==> src/hdl/lpmc_pkg.sv <==
`default_nettype none
package lpmc_pkg;

    localparam int MODE_W  = 3;
    localparam int CNT_W   = 16;
    localparam int RAMP_W  = 8;
    localparam int LEVEL_W = 15;

    localparam logic [MODE_W-1:0] MODE_OFF     = 3'd0;
    localparam logic [MODE_W-1:0] MODE_ON      = 3'd1;
    localparam logic [MODE_W-1:0] MODE_BLINK   = 3'd2;
    localparam logic [MODE_W-1:0] MODE_CHASE   = 3'd3;
    localparam logic [MODE_W-1:0] MODE_DIM     = 3'd4;
    localparam logic [MODE_W-1:0] MODE_DIM_ALT = 3'd5;

    localparam logic [1:0] CFG_HOLDOFF  = 2'd0;
    localparam logic [1:0] CFG_LOOP     = 2'd1;
    localparam logic [1:0] CFG_DIM_STEP = 2'd2;

    localparam logic [CNT_W-1:0]   HOLDOFF_RST  = 16'd1000;
    localparam logic [CNT_W-1:0]   LOOP_RST     = 16'd500;
    localparam logic [RAMP_W-1:0]  DIM_STEP_RST = 8'd2;
    localparam logic [LEVEL_W-1:0] LEVEL_MAX    = 15'd19999;

    typedef struct packed {
        logic enable;   // a word is taken this cycle
        logic step;     // iteration start in a dimmer mode
        logic clear;    // iteration start in the off mode, the mode that follows the dimmers
        logic alt;      // alternating dimmer: even LEDs take the complement
    } t_dim_ctrl;

endpackage
`default_nettype wire

==> src/hdl/lpmc_dimmer.sv <==
`default_nettype none
module lpmc_dimmer
    import lpmc_pkg::*;
#(
    parameter int RAMP_TOP       = 200,
    parameter int LEVEL_PER_STEP = 100
) (
    input  wire logic               i_clk,
    input  wire logic               i_rst_n,
    input  wire t_dim_ctrl          i_ctrl,
    output logic [LEVEL_W-1:0]      o_level_odd,
    output logic [LEVEL_W-1:0]      o_level_even
);

    localparam int PROD_W = RAMP_W + $clog2(LEVEL_PER_STEP + 1);
    // cap compare runs wide enough for both the product and the cap value
    localparam int CMP_W  = (PROD_W > LEVEL_W) ? PROD_W : LEVEL_W;
    localparam logic [RAMP_W-1:0] TOP = RAMP_W'(RAMP_TOP);

    logic [RAMP_W-1:0]  r_ramp, n_ramp;
    logic               r_rising, n_rising;
    logic [LEVEL_W-1:0] r_held_odd, n_held_odd;
    logic [LEVEL_W-1:0] r_held_even, n_held_even;
    logic [RAMP_W-1:0]  w_rest;
    logic [PROD_W-1:0]  w_prod_odd, w_prod_even;

    function automatic logic [LEVEL_W-1:0] f_cap(input logic [PROD_W-1:0] p);
        logic [LEVEL_W-1:0] v;
        if (CMP_W'(p) > CMP_W'(LEVEL_MAX)) begin
            v = LEVEL_MAX;
        end else begin
            v = LEVEL_W'(p);
        end
        return v;
    endfunction

    always_comb begin
        n_ramp   = r_ramp;
        n_rising = r_rising;
        if (i_ctrl.step) begin
            if (r_rising) begin
                if (r_ramp < TOP) n_ramp = r_ramp + 1'b1;
                if (n_ramp >= TOP) n_rising = 1'b0;
            end else begin
                if (r_ramp != '0) n_ramp = r_ramp - 1'b1;
                if (n_ramp == '0) n_rising = 1'b1;
            end
        end else if (i_ctrl.clear) begin
            n_ramp   = '0;
            n_rising = 1'b1;
        end
    end

    assign w_rest      = (n_ramp >= TOP) ? '0 : TOP - n_ramp;
    assign w_prod_odd  = PROD_W'(n_ramp) * PROD_W'(LEVEL_PER_STEP);
    assign w_prod_even = PROD_W'(w_rest) * PROD_W'(LEVEL_PER_STEP);

    always_comb begin
        n_held_odd  = r_held_odd;
        n_held_even = r_held_even;
        if (i_ctrl.step) begin
            n_held_odd  = f_cap(w_prod_odd);
            n_held_even = i_ctrl.alt ? f_cap(w_prod_even) : f_cap(w_prod_odd);
        end
    end

    always_ff @(posedge i_clk) begin
        if (!i_rst_n) begin
            r_ramp      <= '0;
            r_rising    <= 1'b1;
            r_held_odd  <= '0;
            r_held_even <= '0;
        end else if (i_ctrl.enable) begin
            r_ramp      <= n_ramp;
            r_rising    <= n_rising;
            r_held_odd  <= n_held_odd;
            r_held_even <= n_held_even;
        end
    end

    // levels in force for the word being taken
    assign o_level_odd  = n_held_odd;
    assign o_level_even = n_held_even;

endmodule
`default_nettype wire

==> src/hdl/led_pattern_mode_controller.sv <==
`default_nettype none
// An accepted tick word's result word is in the output register from the cycle after it is taken.
// Throughput: one tick word per cycle while the output side takes words; all state updates
// are counters and compares settled between the tick handshake and the output register.
// Reset (synchronous, active low): mode off, counters and ramp zero, registers back to
// holdoff 1000, loop period 500, dimmer step 2; output register empty.
module led_pattern_mode_controller
    import lpmc_pkg::*;
#(
    parameter int LED_COUNT      = 5,
    parameter int RAMP_TOP       = 200,
    parameter int LEVEL_PER_STEP = 100
) (
    input  wire logic               i_clk,
    input  wire logic               i_rst_n,
    // configuration writes
    input  wire logic               i_cfg_we,
    input  wire logic [1:0]         i_cfg_idx,
    input  wire logic [CNT_W-1:0]   i_cfg_data,
    // tick words
    input  wire logic               i_in_valid,
    output logic                    o_in_ready,
    input  wire logic               i_button_press,
    // result words
    output logic                    o_out_valid,
    input  wire logic               i_out_ready,
    output logic [MODE_W-1:0]       o_mode_now,
    output logic [4:0]              o_led_mask,
    output logic                    o_pwm_active,
    output logic [LEVEL_W-1:0]      o_level_odd,
    output logic [LEVEL_W-1:0]      o_level_even
);

    localparam int SLOT_W = (LED_COUNT > 1) ? $clog2(LED_COUNT) : 1;

    // configuration
    logic [CNT_W-1:0]  r_holdoff;
    logic [CNT_W-1:0]  r_loop;
    logic [RAMP_W-1:0] r_dim_step;

    // sequencing state
    logic [MODE_W-1:0] r_mode, n_mode;
    logic              r_press, n_press;
    logic [CNT_W-1:0]  r_since, n_since;
    logic [CNT_W-1:0]  r_phase, n_phase;
    logic [SLOT_W-1:0] r_slot, n_slot;

    // output register
    logic              r_out_valid;
    logic [MODE_W-1:0] r_mode_out;
    logic [4:0]        r_mask_out;
    logic              r_pwm_out;
    logic [LEVEL_W-1:0] r_lvl_odd_out, r_lvl_even_out;

    logic              w_take;
    logic              w_start;
    logic              w_pending;
    logic              w_advance;
    logic              w_dim_now;
    logic [CNT_W-2:0]  w_half;
    logic [CNT_W-3:0]  w_quarter;
    logic [CNT_W-1:0]  w_len;
    logic [CNT_W:0]    w_phase_inc;
    logic [SLOT_W:0]   w_slot_inc;
    logic [LED_COUNT-1:0]   w_mask;
    logic [LED_COUNT+4:0]   w_mask_ext;
    logic              w_pwm;
    logic [LEVEL_W-1:0] w_lvl_odd, w_lvl_even;
    t_dim_ctrl         w_dim_ctrl;

    // the output register frees as it is read, so a word can enter every cycle while it is read
    assign o_in_ready = !r_out_valid || i_out_ready;
    assign w_take     = i_in_valid && o_in_ready;

    // iteration lengths; a length that comes out zero counts as one tick
    assign w_half    = (r_loop[CNT_W-1:1] == '0) ? (CNT_W-1)'(1) : r_loop[CNT_W-1:1];
    assign w_quarter = (r_loop[CNT_W-1:2] == '0) ? (CNT_W-2)'(1) : r_loop[CNT_W-1:2];

    // a press on any tick is latched; it is looked at only on an iteration's first tick
    assign w_pending = r_press || i_button_press;
    assign w_start   = (r_phase == '0) && (r_slot == '0);
    assign w_advance = w_start && w_pending && (r_since >= r_holdoff);

    always_comb begin
        n_mode = r_mode;
        if (w_advance) begin
            n_mode = (r_mode == MODE_DIM_ALT) ? MODE_OFF : r_mode + 1'b1;
        end
    end

    assign n_press   = w_start ? 1'b0 : w_pending;
    assign w_dim_now = (n_mode == MODE_DIM) || (n_mode == MODE_DIM_ALT);

    // The previous mode always trails the mode by one, so "previous was a dimmer
    // while this one is not" reduces to the off mode (previous = alternating dimmer).
    assign w_dim_ctrl.enable = w_take;
    assign w_dim_ctrl.step   = w_start && w_dim_now;
    assign w_dim_ctrl.clear  = w_start && (n_mode == MODE_OFF);
    assign w_dim_ctrl.alt    = (n_mode == MODE_DIM_ALT);

    lpmc_dimmer #(
        .RAMP_TOP       (RAMP_TOP),
        .LEVEL_PER_STEP (LEVEL_PER_STEP)
    ) u_dimmer (
        .i_clk        (i_clk),
        .i_rst_n      (i_rst_n),
        .i_ctrl       (w_dim_ctrl),
        .o_level_odd  (w_lvl_odd),
        .o_level_even (w_lvl_even)
    );

    // LED pattern for this tick, from the mode in force after the iteration start
    always_comb begin
        w_mask = '0;
        w_pwm  = 1'b0;
        case (n_mode)
            MODE_ON:      w_mask = '1;
            MODE_BLINK:   w_mask = ({1'b0, r_phase} < {2'b0, w_half}) ? '1 : '0;
            MODE_CHASE:   w_mask = LED_COUNT'(1) << r_slot;
            MODE_DIM:     w_pwm  = 1'b1;
            MODE_DIM_ALT: w_pwm  = 1'b1;
            default:      w_mask = '0;
        endcase
    end

    // LEDs above the fifth are dropped by the field width
    assign w_mask_ext = {5'b0, w_mask};

    // phase and chase slot counters
    assign w_phase_inc = {1'b0, r_phase} + 1'b1;
    assign w_slot_inc  = {1'b0, r_slot} + 1'b1;

    always_comb begin
        case (n_mode)
            MODE_BLINK:   w_len = {w_half, 1'b0};
            MODE_DIM:     w_len = (r_dim_step == '0) ? CNT_W'(1) : CNT_W'(r_dim_step);
            MODE_DIM_ALT: w_len = (r_dim_step == '0) ? CNT_W'(1) : CNT_W'(r_dim_step);
            default:      w_len = (r_loop == '0) ? CNT_W'(1) : r_loop;
        endcase
    end

    always_comb begin
        n_phase = w_phase_inc[CNT_W-1:0];
        n_slot  = '0;
        if (n_mode == MODE_CHASE) begin
            n_slot = r_slot;
            if (w_phase_inc >= {3'b0, w_quarter}) begin
                n_phase = '0;
                n_slot  = (w_slot_inc >= (SLOT_W+1)'(LED_COUNT)) ? '0 : w_slot_inc[SLOT_W-1:0];
            end
        end else if (w_phase_inc >= {1'b0, w_len}) begin
            n_phase = '0;
        end
    end

    // ticks since the last accepted press, saturating; the compare above uses the old count
    always_comb begin
        if (w_advance) begin
            n_since = CNT_W'(1);
        end else if (r_since != '1) begin
            n_since = r_since + 1'b1;
        end else begin
            n_since = r_since;
        end
    end

    always_ff @(posedge i_clk) begin
        if (!i_rst_n) begin
            r_holdoff  <= HOLDOFF_RST;
            r_loop     <= LOOP_RST;
            r_dim_step <= DIM_STEP_RST;
        end else if (i_cfg_we) begin
            case (i_cfg_idx)
                CFG_HOLDOFF:  r_holdoff  <= i_cfg_data;
                CFG_LOOP:     r_loop     <= i_cfg_data;
                CFG_DIM_STEP: r_dim_step <= i_cfg_data[RAMP_W-1:0];
                default:      ;
            endcase
        end
    end

    always_ff @(posedge i_clk) begin
        if (!i_rst_n) begin
            r_mode  <= MODE_OFF;
            r_press <= 1'b0;
            r_since <= '0;
            r_phase <= '0;
            r_slot  <= '0;
        end else if (w_take) begin
            r_mode  <= n_mode;
            r_press <= n_press;
            r_since <= n_since;
            r_phase <= n_phase;
            r_slot  <= n_slot;
        end
    end

    always_ff @(posedge i_clk) begin
        if (!i_rst_n) begin
            r_out_valid <= 1'b0;
        end else if (w_take) begin
            r_out_valid <= 1'b1;
        end else if (i_out_ready) begin
            r_out_valid <= 1'b0;
        end
    end

    // result word payload; dimmer levels only show while PWM drives the LEDs
    always_ff @(posedge i_clk) begin
        if (w_take) begin
            r_mode_out     <= n_mode;
            r_mask_out     <= w_mask_ext[4:0];
            r_pwm_out      <= w_pwm;
            r_lvl_odd_out  <= w_pwm ? w_lvl_odd  : '0;
            r_lvl_even_out <= w_pwm ? w_lvl_even : '0;
        end
    end

    assign o_out_valid  = r_out_valid;
    assign o_mode_now   = r_mode_out;
    assign o_led_mask   = r_mask_out;
    assign o_pwm_active = r_pwm_out;
    assign o_level_odd  = r_lvl_odd_out;
    assign o_level_even = r_lvl_even_out;

endmodule
`default_nettype wire
==> config.mk <==
export PLATFORM = sky130hd
export DESIGN_NAME = led_pattern_mode_controller
export DESIGN_NICKNAME = d
export VERILOG_FILES = /design/src/hdl/lpmc_pkg.sv /design/src/hdl/lpmc_dimmer.sv /design/src/hdl/led_pattern_mode_controller.sv
export SDC_FILE = /design/constraint.sdc
export NUM_CORES = 1
export LEC_CHECK = 0
export BUFFER_PORTS_ARGS = -buffer_cell sky130_fd_sc_hd__buf_2
export CORE_MARGIN = 2
export CORE_UTILIZATION = 50
export CTS_CLUSTER_DIAMETER = 200
export DETAILED_ROUTE_END_ITERATION = 12
export PLACE_DENSITY = 0.7
export SETUP_SLACK_MARGIN = 0.3
export SLEW_MARGIN = 20
export SYNTH_ARGS = -nofsm -noshare
export SYNTH_HDL_FRONTEND = slang
export SYNTH_SLANG_ARGS = --single-unit
==> constraint.sdc <==
create_clock -name i_clk -period 9.3 [get_ports i_clk]
set_clock_uncertainty 0.15 [all_clocks]
set_input_delay 0.93 -clock i_clk [delete_from_list [all_inputs] [get_ports i_clk]]
set_output_delay 0.93 -clock i_clk [all_outputs]
set_load 0.01 [all_outputs]
# After elaboration in Yosys (flattened, before gate mapping)
# Cells that the tools add are included.
[classes]
add_sub_neg = 7
n_mul = 2
div = 0
magnitude_cmp = 10
n_eq_ne = 10
shifts = 1
n_mux = 41
bitwise = 0
n_reduce_logical = 30
[ops]
columns = ["operator", "count"]
rows = [
  ["16-bit two-way mux", 6],
  ["15-bit two-way mux", 6],
  ["8-bit two-way mux", 11],
  ["16-bit logical NOT", 2],
  ["16-bit case mux with 2 select lines", 1],
  ["15-bit > comparator, second input constant", 2],
  ["8-bit by 5-bit multiplier with 13-bit output, second input constant", 2],
  ["16-bit by 1-bit adder with 17-bit output, second input constant", 1],
  ["17-bit by 14-bit >= comparator with 1-bit output", 1],
  ["17-bit by 16-bit >= comparator with 1-bit output", 1],
  ["16-bit by 1-bit adder with 16-bit output, second input constant", 1],
  ["16-bit >= comparator", 1],
  ["8-bit >= comparator, second input constant", 2],
  ["8-bit logical NOT", 2],
  ["16-bit by 15-bit less-than comparator with 1-bit output", 1],
  ["16-bit != test, second input constant", 1],
  ["15-bit logical NOT", 1],
  ["3-bit two-way mux", 5],
  ["5-bit case mux with 3 select lines", 1],
  ["14-bit logical NOT", 1],
  ["14-bit two-way mux", 1],
  ["2-bit AND reduction", 6],
  ["3-bit == test, second input constant", 3],
  ["1-bit two-way mux", 9],
  ["22 further kinds", 33],
]
[word_totals]
reg_bits = 158
latchBits = 0
mem_bits_rw = 0
rom_bits = 0
in_bits = 24
output_inout_bits = 41
wordCells = 119
mem_count = 0

# Depth between registers and ports, before layout
# Gate-level depths: netlist of run 1.
[logic_depth]
word_depth = 18
mapped_depth = 35
depth_no_buf = 33

# By module
# A second synthesis of run 1 with hierarchy kept.
[hier_totals]
hier_cells = 1391
area_unflattened_um2 = 11708.7
[modules_own_cells]
columns = ["module", "n_inst", "cells_each", "area_each_um2", "seq_area_each_um2"]
rows = [
  ["led_pattern_mode_controller", 1, 843, 7280.7, 2772.7],
  ["lpmc_dimmer", 1, 548, 4428.0, 780.7],
]

# Worst setup path before layout of run 1
# Ideal clock, no wire load.
[synth_path]
kind = "reg2reg"
startpoint = "register r_holdoff[15]"
endpoint = "register r_lvl_even_out[2], in the netlist o_level_even[2], data pin"
setup_ns = 0.257
arrival_ns = 6.878
t_required_ns = 8.893
path_slack_ns = 2.015
stages_incl_launch_ff = 29
path_buffers = 1
synth_period_minus_slack_ns = 7.285
path_cell_list = "dfxtp_1 -> inv_1 -> ha_1 -> nand4_1 -> or4_1 -> o32a_1 -> a21oi_2 -> mux2i_1 -> nand2_1 -> o21ai_0 -> ha_1 -> inv_1 -> a31oi_1 -> nor2_1 -> ha_1 -> ha_1 -> inv_1 -> fa_1 -> inv_1 -> ha_1 -> o21ai_0 -> o21a_1 -> or2_2 -> xnor2_1 -> o31ai_1 -> and2_4 -> clkbuf_1 -> o21ai_0 -> a32o_1"
[synth_between]
elab_chain_cells = 14
word_cells_on_any_way = 24
cone_classes = "add/sub: 1; mul: 2; order compare: 4; eq/ne: 2; mux: 9; reduce/logical: 6"
[synth_lines]
columns = ["element", "line_no", "source"]
rows = [
  ["start: declaration", "led_pattern_mode_controller.sv:37", "logic [CNT_W-1:0] r_holdoff;"],
  ["start signal: assignment", "led_pattern_mode_controller.sv:174", "CFG_HOLDOFF: r_holdoff <= i_cfg_data;"],
  ["16-bit >= comparator *", "led_pattern_mode_controller.sv:82", "assign w_advance = w_start && w_pending && (r_since >= r_holdoff);"],
  ["1-bit logical AND *", "led_pattern_mode_controller.sv:82", ""],
  ["3-bit two-way mux *", "led_pattern_mode_controller.sv:86", "if (w_advance) begin"],
  ["3-bit logical NOT / 3-bit == test (equally long branches)", "led_pattern_mode_controller.sv:98, led_pattern_mode_controller.sv:92", ""],
  ["1-bit logical AND / 1-bit logical OR (equally long branches)", "led_pattern_mode_controller.sv:98, led_pattern_mode_controller.sv:92", ""],
  ["8-bit two-way mux / 1-bit logical AND (equally long branches)", "lpmc_dimmer.sv:48, led_pattern_mode_controller.sv:97", ""],
  ["8-bit two-way mux *", "lpmc_dimmer.sv:40", "if (i_ctrl.step) begin"],
  ["via u_dimmer.n_ramp[7]", "lpmc_dimmer.sv:20", "logic [RAMP_W-1:0] r_ramp, n_ramp;"],
  ["8-bit subtractor / 8-bit >= comparator (equally long branches)", "lpmc_dimmer.sv:54", "assign w_rest = (n_ramp >= TOP) ? '0 : TOP - n_ramp;"],
  ["8-bit two-way mux", "lpmc_dimmer.sv:54", ""],
  ["8-bit by 5-bit multiplier with 13-bit output", "lpmc_dimmer.sv:56", "assign w_prod_even = PROD_W'(w_rest) * PROD_W'(LEVEL_PER_STEP);"],
  ["15-bit > comparator", "lpmc_dimmer.sv:29", "if (CMP_W'(p) > CMP_W'(LEVEL_MAX)) begin"],
  ["15-bit two-way mux", "lpmc_dimmer.sv:29", ""],
  ["15-bit two-way mux *", "lpmc_dimmer.sv:63", "n_held_even = i_ctrl.alt ? f_cap(w_prod_even) : f_cap(w_prod_odd);"],
  ["15-bit two-way mux *", "lpmc_dimmer.sv:61", "if (i_ctrl.step) begin"],
  ["end signal: assignment", "led_pattern_mode_controller.sv:215", "r_lvl_even_out <= w_pwm ? w_lvl_even : '0;"],
  ["end: declaration", "led_pattern_mode_controller.sv:53", "logic [LEVEL_W-1:0] r_lvl_odd_out, r_lvl_even_out;"],
]
# Mark *: on every way through the listed nets, which the timed path passes. The rest lies on a longest branch.
# A chain may end at the register's enable or synchronous reset.

# Worst setup path after layout of run 1
[layout_path]
startpoint = "register r_holdoff[15]"
endpoint = "register u_dimmer.r_held_even[0]"
[layout_between]
elab_chain_cells = 14
word_cells_on_any_way = 22
cone_classes = "add/sub: 1; mul: 2; order compare: 4; eq/ne: 2; mux: 8; reduce/logical: 5"
[layout_lines]
columns = ["element", "line_no", "source"]
rows = [
  ["16-bit >= comparator *", "led_pattern_mode_controller.sv:82", ""],
  ["1-bit logical AND *", "led_pattern_mode_controller.sv:82", ""],
  ["3-bit two-way mux *", "led_pattern_mode_controller.sv:86", ""],
  ["3-bit logical NOT / 3-bit == test (equally long branches)", "led_pattern_mode_controller.sv:98, led_pattern_mode_controller.sv:92", ""],
  ["1-bit logical AND / 1-bit logical OR (equally long branches)", "led_pattern_mode_controller.sv:98, led_pattern_mode_controller.sv:92", ""],
  ["8-bit two-way mux / 1-bit logical AND (equally long branches)", "lpmc_dimmer.sv:48, led_pattern_mode_controller.sv:97", ""],
  ["8-bit two-way mux *", "lpmc_dimmer.sv:40", ""],
  ["via u_dimmer.n_ramp[7]", "lpmc_dimmer.sv:20", ""],
  ["8-bit subtractor / 8-bit >= comparator (equally long branches)", "lpmc_dimmer.sv:54", ""],
  ["8-bit two-way mux", "lpmc_dimmer.sv:54", ""],
  ["8-bit by 5-bit multiplier with 13-bit output", "lpmc_dimmer.sv:56", ""],
  ["15-bit > comparator", "lpmc_dimmer.sv:29", ""],
  ["15-bit two-way mux", "lpmc_dimmer.sv:29", ""],
  ["15-bit two-way mux *", "lpmc_dimmer.sv:63", ""],
  ["15-bit two-way mux *", "lpmc_dimmer.sv:61", ""],
  ["end signal: assignment", "lpmc_dimmer.sv:77", "r_held_even <= n_held_even;"],
  ["end: declaration", "lpmc_dimmer.sv:23", "logic [LEVEL_W-1:0] r_held_even, n_held_even;"],
]
# Marks and branches as above.

==> results of run 1 <==
## state kept, by name (all words and copies together), names as in the netlist, 15 cells and up
register	count
r_loop	16
r_phase	16
u_dimmer.r_held_even	15
o_level_even	15
u_dimmer.r_held_odd	15
r_since	16
r_holdoff	16
o_level_odd	15
## stage by stage
| stage | cells | total power [mW] | utilization |
|---|---|---|---|
| final | 1609 | 1.640 | 0.5581 |
| after global routing | 1609 | 1.701 | 0.5581 |
| after CTS | 1609 | 1.644 | 0.5581 |
| after detailed placement | 1577 | 0.9403 | 0.5310 |
| after global placement | 1577 | 0.9373 | 0.5310 |
| after floorplan | 1280 | 0.8845 | - |
## worst reg2reg max path, delay by kind of cell, from the launching register on
kind | cells | cell delay (ns)
flops | 1 | 0.34
buf+inv | 5 | 0.49
xor+xnor | 1 | 0.28
compound gates | 9 | 2.68
simple gates | 7 | 1.92
fa+ha+maj | 6 | 2.18
mux | 1 | 0.25
## report_power, final
group	switching (mW)	internal, mW	total, mW
clock network	0.323	0.388	0.711
logic	0.123	0.0729	0.196
registers	0.0129	0.720	0.733
total	0.458	1.18	1.64
## final timing paths
path	start	end	slack, ns	cells past startpoint
min reg2reg	u_dimmer.r_held_odd[5]	u_dimmer.r_held_odd[5]	0.31	2
min	u_dimmer.r_held_odd[5]	u_dimmer.r_held_odd[5]	0.31	2
max	r_holdoff[15]	u_dimmer.r_held_even[0]	0.92	29
max reg2reg	r_holdoff[15]	u_dimmer.r_held_even[0]	0.92	29
## per-layer routing
layer  vias to the layer above  track usage  share of wire  wire [um]
met5                         -            0              0          0
met1                      4252       0.3452           0.48      13200
met4                         0      0.07744          0.023        643
li1                       4595            -              -          -
met3                        53      0.04408          0.062       1694
met2                       331       0.3758           0.43      11840
## cell families (layout without fill, tap and decap cells)
| family | after synthesis | count (layout) |
|---|---|---|
| multiplexers | 24 | 24 |
| XOR/XNOR | 63 | 63 |
| AND/OR/NAND/NOR | 474 | 474 |
| AO/OA/AOI/OAI | 274 | 274 |
| buffers and inverters | 146 | 195 |
| adder cells (fa/ha/maj) | 141 | 141 |
| flip-flops | 158 | 158 |
## cells in the final DEF, fill, tap and decap left out, types with 16 or more instances in the layout
cell type and instances:
sky130_fd_sc_hd__edfxtp_1 39, sky130_fd_sc_hd__nand2_1 194, sky130_fd_sc_hd__xor2_1 42, sky130_fd_sc_hd__inv_1 86, sky130_fd_sc_hd__ha_1 135, sky130_fd_sc_hd__nor3_1 20, sky130_fd_sc_hd__a21boi_0 39, sky130_fd_sc_hd__nor2_1 69
sky130_fd_sc_hd__xnor2_1 20, sky130_fd_sc_hd__clkbuf_16 17, sky130_fd_sc_hd__a21oi_1 55, sky130_fd_sc_hd__buf_2 64, sky130_fd_sc_hd__nand3_1 35, sky130_fd_sc_hd__dfxtp_1 119, sky130_fd_sc_hd__nand4_1 20, sky130_fd_sc_hd__nand2b_1 20
sky130_fd_sc_hd__o21ai_0 37, sky130_fd_sc_hd__and3_1 16, sky130_fd_sc_hd__nor2b_1 31, sky130_fd_sc_hd__o211ai_1 17, sky130_fd_sc_hd__mux2i_1 21
## layout make-up
type | count | share of cell area
clock buffer | 18 | 0.03628
tap | 280 | 0.02894
inverter | 90 | 0.02791
timing repair buffer | 73 | 0.03204
multi-input combinational | 976 | 0.5689
clock inverter | 14 | 0.01230
sequential | 158 | 0.2936
==> impl_metrics.env, run 1 <==
export IMPL_status="finished, final reports clean"
export IMPL_synthSimpleGateAreaFrac=0.2109
export IMPL_drc=0
export IMPL_post_route_worst_setup_slack_ns=0.9177
export IMPL_grt_setup_unrepaired="no"
export IMPL_max_clock_freq_mhz=119.3
export IMPL_place_gp_congestion=0.9344
export IMPL_path_clk_slew_ns=0.07
export IMPL_synth_top_area_frac=0.2165
export IMPL_path_class="register to register"
export IMPL_ys_types=85
export IMPL_post_synth_main_area_contributors="sky130_fd_sc_hd__dfxtp_1 (22%), sky130_fd_sc_hd__ha_1 (15%), sky130_fd_sc_hd__edfxtp_1 (11%), sky130_fd_sc_hd__nand2_1 (6.6%), sky130_fd_sc_hd__xor2_1 (3.3%)"
export IMPL_synth_seq_area_share=0.3229
export IMPL_synth_adder_area_share=0.1644
export IMPL_cts_buffer_depth=2
export IMPL_worstPathRequired_ns=9.51
export IMPL_worst_path_max_delay_cell="sky130_fd_sc_hd__o21ai_0"
export IMPL_layout_worst_path_cycle_share=0.9013
export IMPL_final_net_count=1481
export IMPL_die_area_mm2=0.02321
export IMPL_synth_area_mm2=0.01101
export IMPL_synth_enable_flop_cells=39
export IMPL_rows=54
export IMPL_tritoncts_num_sinks=158
export IMPL_synth_compound_area_frac=0.1768
export IMPL_port_buffer_count=64
export IMPL_critical_path_buf_inv_count=5
export IMPL_setup_violations_final=0
export IMPL_p_leak_nw=5.477
export IMPL_endpoint_kind="register"
export IMPL_detailroute_via_count=9231
export IMPL_route_antenna_remaining_nets=0
export IMPL_layout_area_growth_over_synthesis_pct=9.982
export IMPL_drt_wl_total_mm=27.37
export IMPL_synth_nets=1445
export IMPL_worst_endpoint_data_arrival_time_ns=8.60
export IMPL_cts_root_buf="sky130_fd_sc_hd__clkbuf_16"
export IMPL_most_frequent_cells_after_synthesis="sky130_fd_sc_hd__nand2_1 (194), sky130_fd_sc_hd__ha_1 (135), sky130_fd_sc_hd__dfxtp_1 (119)"
export IMPL_wire_per_inst_um=17.01
export IMPL_avgViaCountPerCell=5.737
export IMPL_finalHoldWorstSlack_ns=0.3148
export IMPL_grt_antenna_before_repair=0
export IMPL_post_synth_xor_area_fraction=0.05082
export IMPL_hpwlAfterDp_mm=20.26
export IMPL_cts_buffers_inserted=17
export IMPL_hold_viol=0
export IMPL_synth_most_common_cell="sky130_fd_sc_hd__nand2_1"
export IMPL_grt_ovfl_total=0
export IMPL_latest_clock_arrival_within_the_worst_skew_pair_ns=0.44
export IMPL_h_tree_depth=4
export IMPL_holdBufCountCts=0
export IMPL_drv_cap=0
export IMPL_worstMarginPinSlew_ns=0.9172
export IMPL_stdcell_area_mm2=0.01210
export IMPL_post_cts_buffers=0
export IMPL_hold_crit_path_type="register to register"
export IMPL_multi_input_gate_area_in_the_final_layout_mm2=0.006887
export IMPL_start_util=0.5074
export IMPL_post_synth_cell_area_avg_um2=8.598
export IMPL_yosys_warnings=0
export IMPL_path_max_fanout=17
export IMPL_critical_path_most_common_cell="sky130_fd_sc_hd__ha_1"
export IMPL_detailedRoute_firstIterationViolations=716
export IMPL_fillCellCount=1949
export IMPL_placed_cell_area_mm2=0.01152
export IMPL_cellPowerDensity_mw_per_mm2=135.5
export IMPL_tritoncts="done"
export IMPL_synth_mux_area_frac=0.02240
export IMPL_synthCells=1280
export IMPL_first_global_vias=8960
export IMPL_drt_pass1_iterations=7
export IMPL_placeableCoreArea_mm2=0.02169
export IMPL_vdd_ir_drop_max_v=0.0001145
export IMPL_report_final_slew_viol_count=0
export IMPL_track_usage=0.2430
export IMPL_insertedDiodeCount=0
export IMPL_synth_largest_area_cell="sky130_fd_sc_hd__dfxtp_1"
export IMPL_critPathLaunchType="register"
export IMPL_synth_top_family_by_area="simple AND/OR/NAND/NOR gates"
export IMPL_asr_flop_ratio_synth=0
export IMPL_tns_ns=0
export IMPL_slew_headroom=0.3789
export IMPL_critical_path_top_delay_family="compound AO/OA/AOI/OAI gates"
export IMPL_drive_gt1_frac=0.1106
export IMPL_grt_max_degree=99
export IMPL_sequential_cell_area_mm2=0.003553
export IMPL_cpPeakStageDelay_ns=0.72
export IMPL_most_used_flip_flop_cell_after_synthesis="sky130_fd_sc_hd__dfxtp_1"
export IMPL_wire_length_of_the_first_global_routing_pass_mm=46.34
export IMPL_ys_ff_latch=158
export IMPL_post_route_min_period_ns=8.382
export IMPL_die_width_um=152.4
export IMPL_die_height_um=152.4
export IMPL_dp_slack_ns=1.026
export IMPL_number_of_ports_placed_on_the_die_boundary=65
export IMPL_cts_repair_resize_count=0
Note: power is estimated with default switching activity, not from simulation.
==> inputs of run 2 (changes only) <==
clock period = 7.9 ns   (was 9.3 ns; I/O delays follow)
==> run 2 against run 1 <==
  * Power rose by 18%
  * Combinational power up 29%
  * Setup slack lost 0.44 ns
  * Global-route usage down 0.61 points
  * Sequential cell count stayed put
  * Sequential share of layout area shrank 0.78 points
  * Critical path type unchanged
  * Critical endpoint is now u_dimmer.r_held_even[1]
  * Largest power group unchanged
==> impl_metrics.env, run 2 (same netlist as run 1, synthesis figures left out) <==
export IMPL_tritoncts="done"
export IMPL_placed_cell_area_mm2=0.01159
export IMPL_rows=54
export IMPL_cts_buffers_inserted=17
export IMPL_worst_endpoint_data_arrival_time_ns=7.64
export IMPL_drc=0
export IMPL_hold_crit_path_type="register to register"
export IMPL_h_tree_depth=4
export IMPL_grt_max_degree=99
export IMPL_detailedRoute_firstIterationViolations=602
export IMPL_slew_headroom=0.3902
export IMPL_layout_area_growth_over_synthesis_pct=12.98
export IMPL_critPathLaunchType="register"
export IMPL_sequential_cell_area_mm2=0.003553
export IMPL_worstMarginPinSlew_ns=0.9147
export IMPL_first_global_vias=8740
export IMPL_crit_reg2reg_capture="u_dimmer.r_held_even[1]"
export IMPL_mostFrequentLayoutCell="sky130_fd_sc_hd__nand2_1"
export IMPL_r2r_worst_path_cells=29
export IMPL_hpwlAfterDp_mm=20.37
export IMPL_reg_to_reg_start="r_holdoff[15]"
export IMPL_hold_path_startpoint="u_dimmer.r_held_even[0]"
export IMPL_worstPathRequired_ns=8.12
export IMPL_latest_clock_arrival_within_the_worst_skew_pair_ns=0.43
export IMPL_drt_pass1_iterations=6
export IMPL_p_leak_nw=5.621
export IMPL_final_net_count=1507
export IMPL_hold_viol=0
export IMPL_tns_ns=0
export IMPL_critical_path_most_common_cell="sky130_fd_sc_hd__ha_1"
export IMPL_die_height_um=152.4
export IMPL_drt_wl_total_mm=27.89
export IMPL_grt_ovfl_total=0
export IMPL_holdBufCountCts=0
export IMPL_cts_root_buf="sky130_fd_sc_hd__clkbuf_16"
export IMPL_drv_cap=0
export IMPL_post_route_min_period_ns=7.418
export IMPL_max_clock_freq_mhz=134.8
export IMPL_cpPeakStageDelay_ns=0.58
export IMPL_port_buffer_count=64
export IMPL_grt_antenna_before_repair=0
export IMPL_layout_worst_path_cycle_share=0.9390
export IMPL_place_gp_congestion=0.9325
export IMPL_tritoncts_num_sinks=158
export IMPL_multi_input_gate_area_in_the_final_layout_mm2=0.007022
export IMPL_grt_setup_unrepaired="no"
export IMPL_most_used_cells_in_the_layout_excluding_fill_and_tap_cells="sky130_fd_sc_hd__nand2_1 (193), sky130_fd_sc_hd__ha_1 (132), sky130_fd_sc_hd__dfxtp_1 (119)"
export IMPL_die_area_mm2=0.02321
export IMPL_finalHoldWorstSlack_ns=0.3042
export IMPL_worst_hold_path_num_cells=2
export IMPL_path_clk_slew_ns=0.07
export IMPL_wire_length_of_the_first_global_routing_pass_mm=45.21
export IMPL_stdcell_area_mm2=0.01243
export IMPL_setup_violations_final=0
export IMPL_insertedDiodeCount=0
export IMPL_endpoint_kind="register"
export IMPL_timing_startpoint_of_the_critical_path="r_holdoff[15]"
export IMPL_route_antenna_remaining_nets=0
export IMPL_wire_per_inst_um=17.06
export IMPL_vdd_ir_drop_max_v=0.0001351
export IMPL_path_class="register to register"
export IMPL_start_util=0.5074
export IMPL_number_of_ports_placed_on_the_die_boundary=65
export IMPL_drive_gt1_frac=0.1424
export IMPL_detailroute_via_count=9450
export IMPL_reg2reg_setup_slack_ns=0.48
export IMPL_die_width_um=152.4
export IMPL_cellPowerDensity_mw_per_mm2=156.1
export IMPL_avgViaCountPerCell=5.780
export IMPL_fillCellCount=1914
export IMPL_placeableCoreArea_mm2=0.02169
export IMPL_status="finished, final reports clean"
export IMPL_report_final_slew_viol_count=0
export IMPL_path_max_fanout=8
export IMPL_cts_buffer_depth=2
export IMPL_track_usage=0.2369
export IMPL_worst_path_max_delay_cell="sky130_fd_sc_hd__or4_1"
export IMPL_hold_end="u_dimmer.r_held_even[0]"
## run 2: routing by layer
metal | GRT usage | vias up | part of all wire | wire length (um)
met1 | 0.3378 | 4431 | 0.47 | 13210
met2 | 0.3689 | 319 | 0.44 | 12400
li1 | - | 4655 | - | -
met5 | 0 | - | 0 | 0
met4 | 0.07477 | 0 | 0.020 | 567
met3 | 0.03811 | 45 | 0.062 | 1717
## run 2: critical path: cells and delay by family (launching register included)
kind | cells | cell delay, ns
buf+inv | 3 | 0.16
simple gates | 8 | 2.02
fa+ha+maj | 6 | 1.95
xor+xnor | 1 | 0.26
compound gates | 11 | 2.47
flops | 1 | 0.33
## run 2: power by group
group / leakage (nW) / internal, mW / switching, mW
sequential: 1.35 / 0.848 / 0.0153
clock: 0.286 / 0.439 / 0.386
combinational: 3.98 / 0.0998 / 0.153
## run 2: layout make-up
class,instances,share of cell area
multi-input cells,977,0.5647
flip-flops and latches,158,0.2858
repair buffers,98,0.04689
clock buffers,18,0.03622
well taps,280,0.02817
inverters,90,0.02717
clock inverters,14,0.01107
## run 2: metrics by stage
stage | setup WS, ns | instances | utilization | total power, mW
5_1_grt | 0.1731 | 1635 | 0.5733 | 2.011
3_5_place_dp | 0.2393 | 1587 | 0.5344 | 1.110
2_1_floorplan | 0.6155 | 1280 | - | 1.041
4_1_cts | 0.3520 | 1620 | 0.5622 | 1.926
3_3_place_gp | 0.3424 | 1587 | 0.5344 | 1.107
6_report | 0.4820 | 1635 | 0.5733 | 1.941
## run 2: worst max path at each step
stage | to | slack [ns] | cells past startpoint
after floorplan | o_level_even[2] | 0.62 | 28
after global placement | u_dimmer.r_held_even[1] | 0.34 | 27
after detailed placement | u_dimmer.r_held_even[1] | 0.24 | 27
after CTS | u_dimmer.r_held_even[1] | 0.35 | 32
after global routing | u_dimmer.r_held_even[1] | 0.17 | 28
final | u_dimmer.r_held_even[1] | 0.48 | 29
## run 2: timing repair
item / CTS / global route
gates resized for setup: 1 / 26
setup endpoints to repair: 4 / 38
buffers inserted: 1 / 14
pin swaps: 1 / 9
cloned: 0 / 1
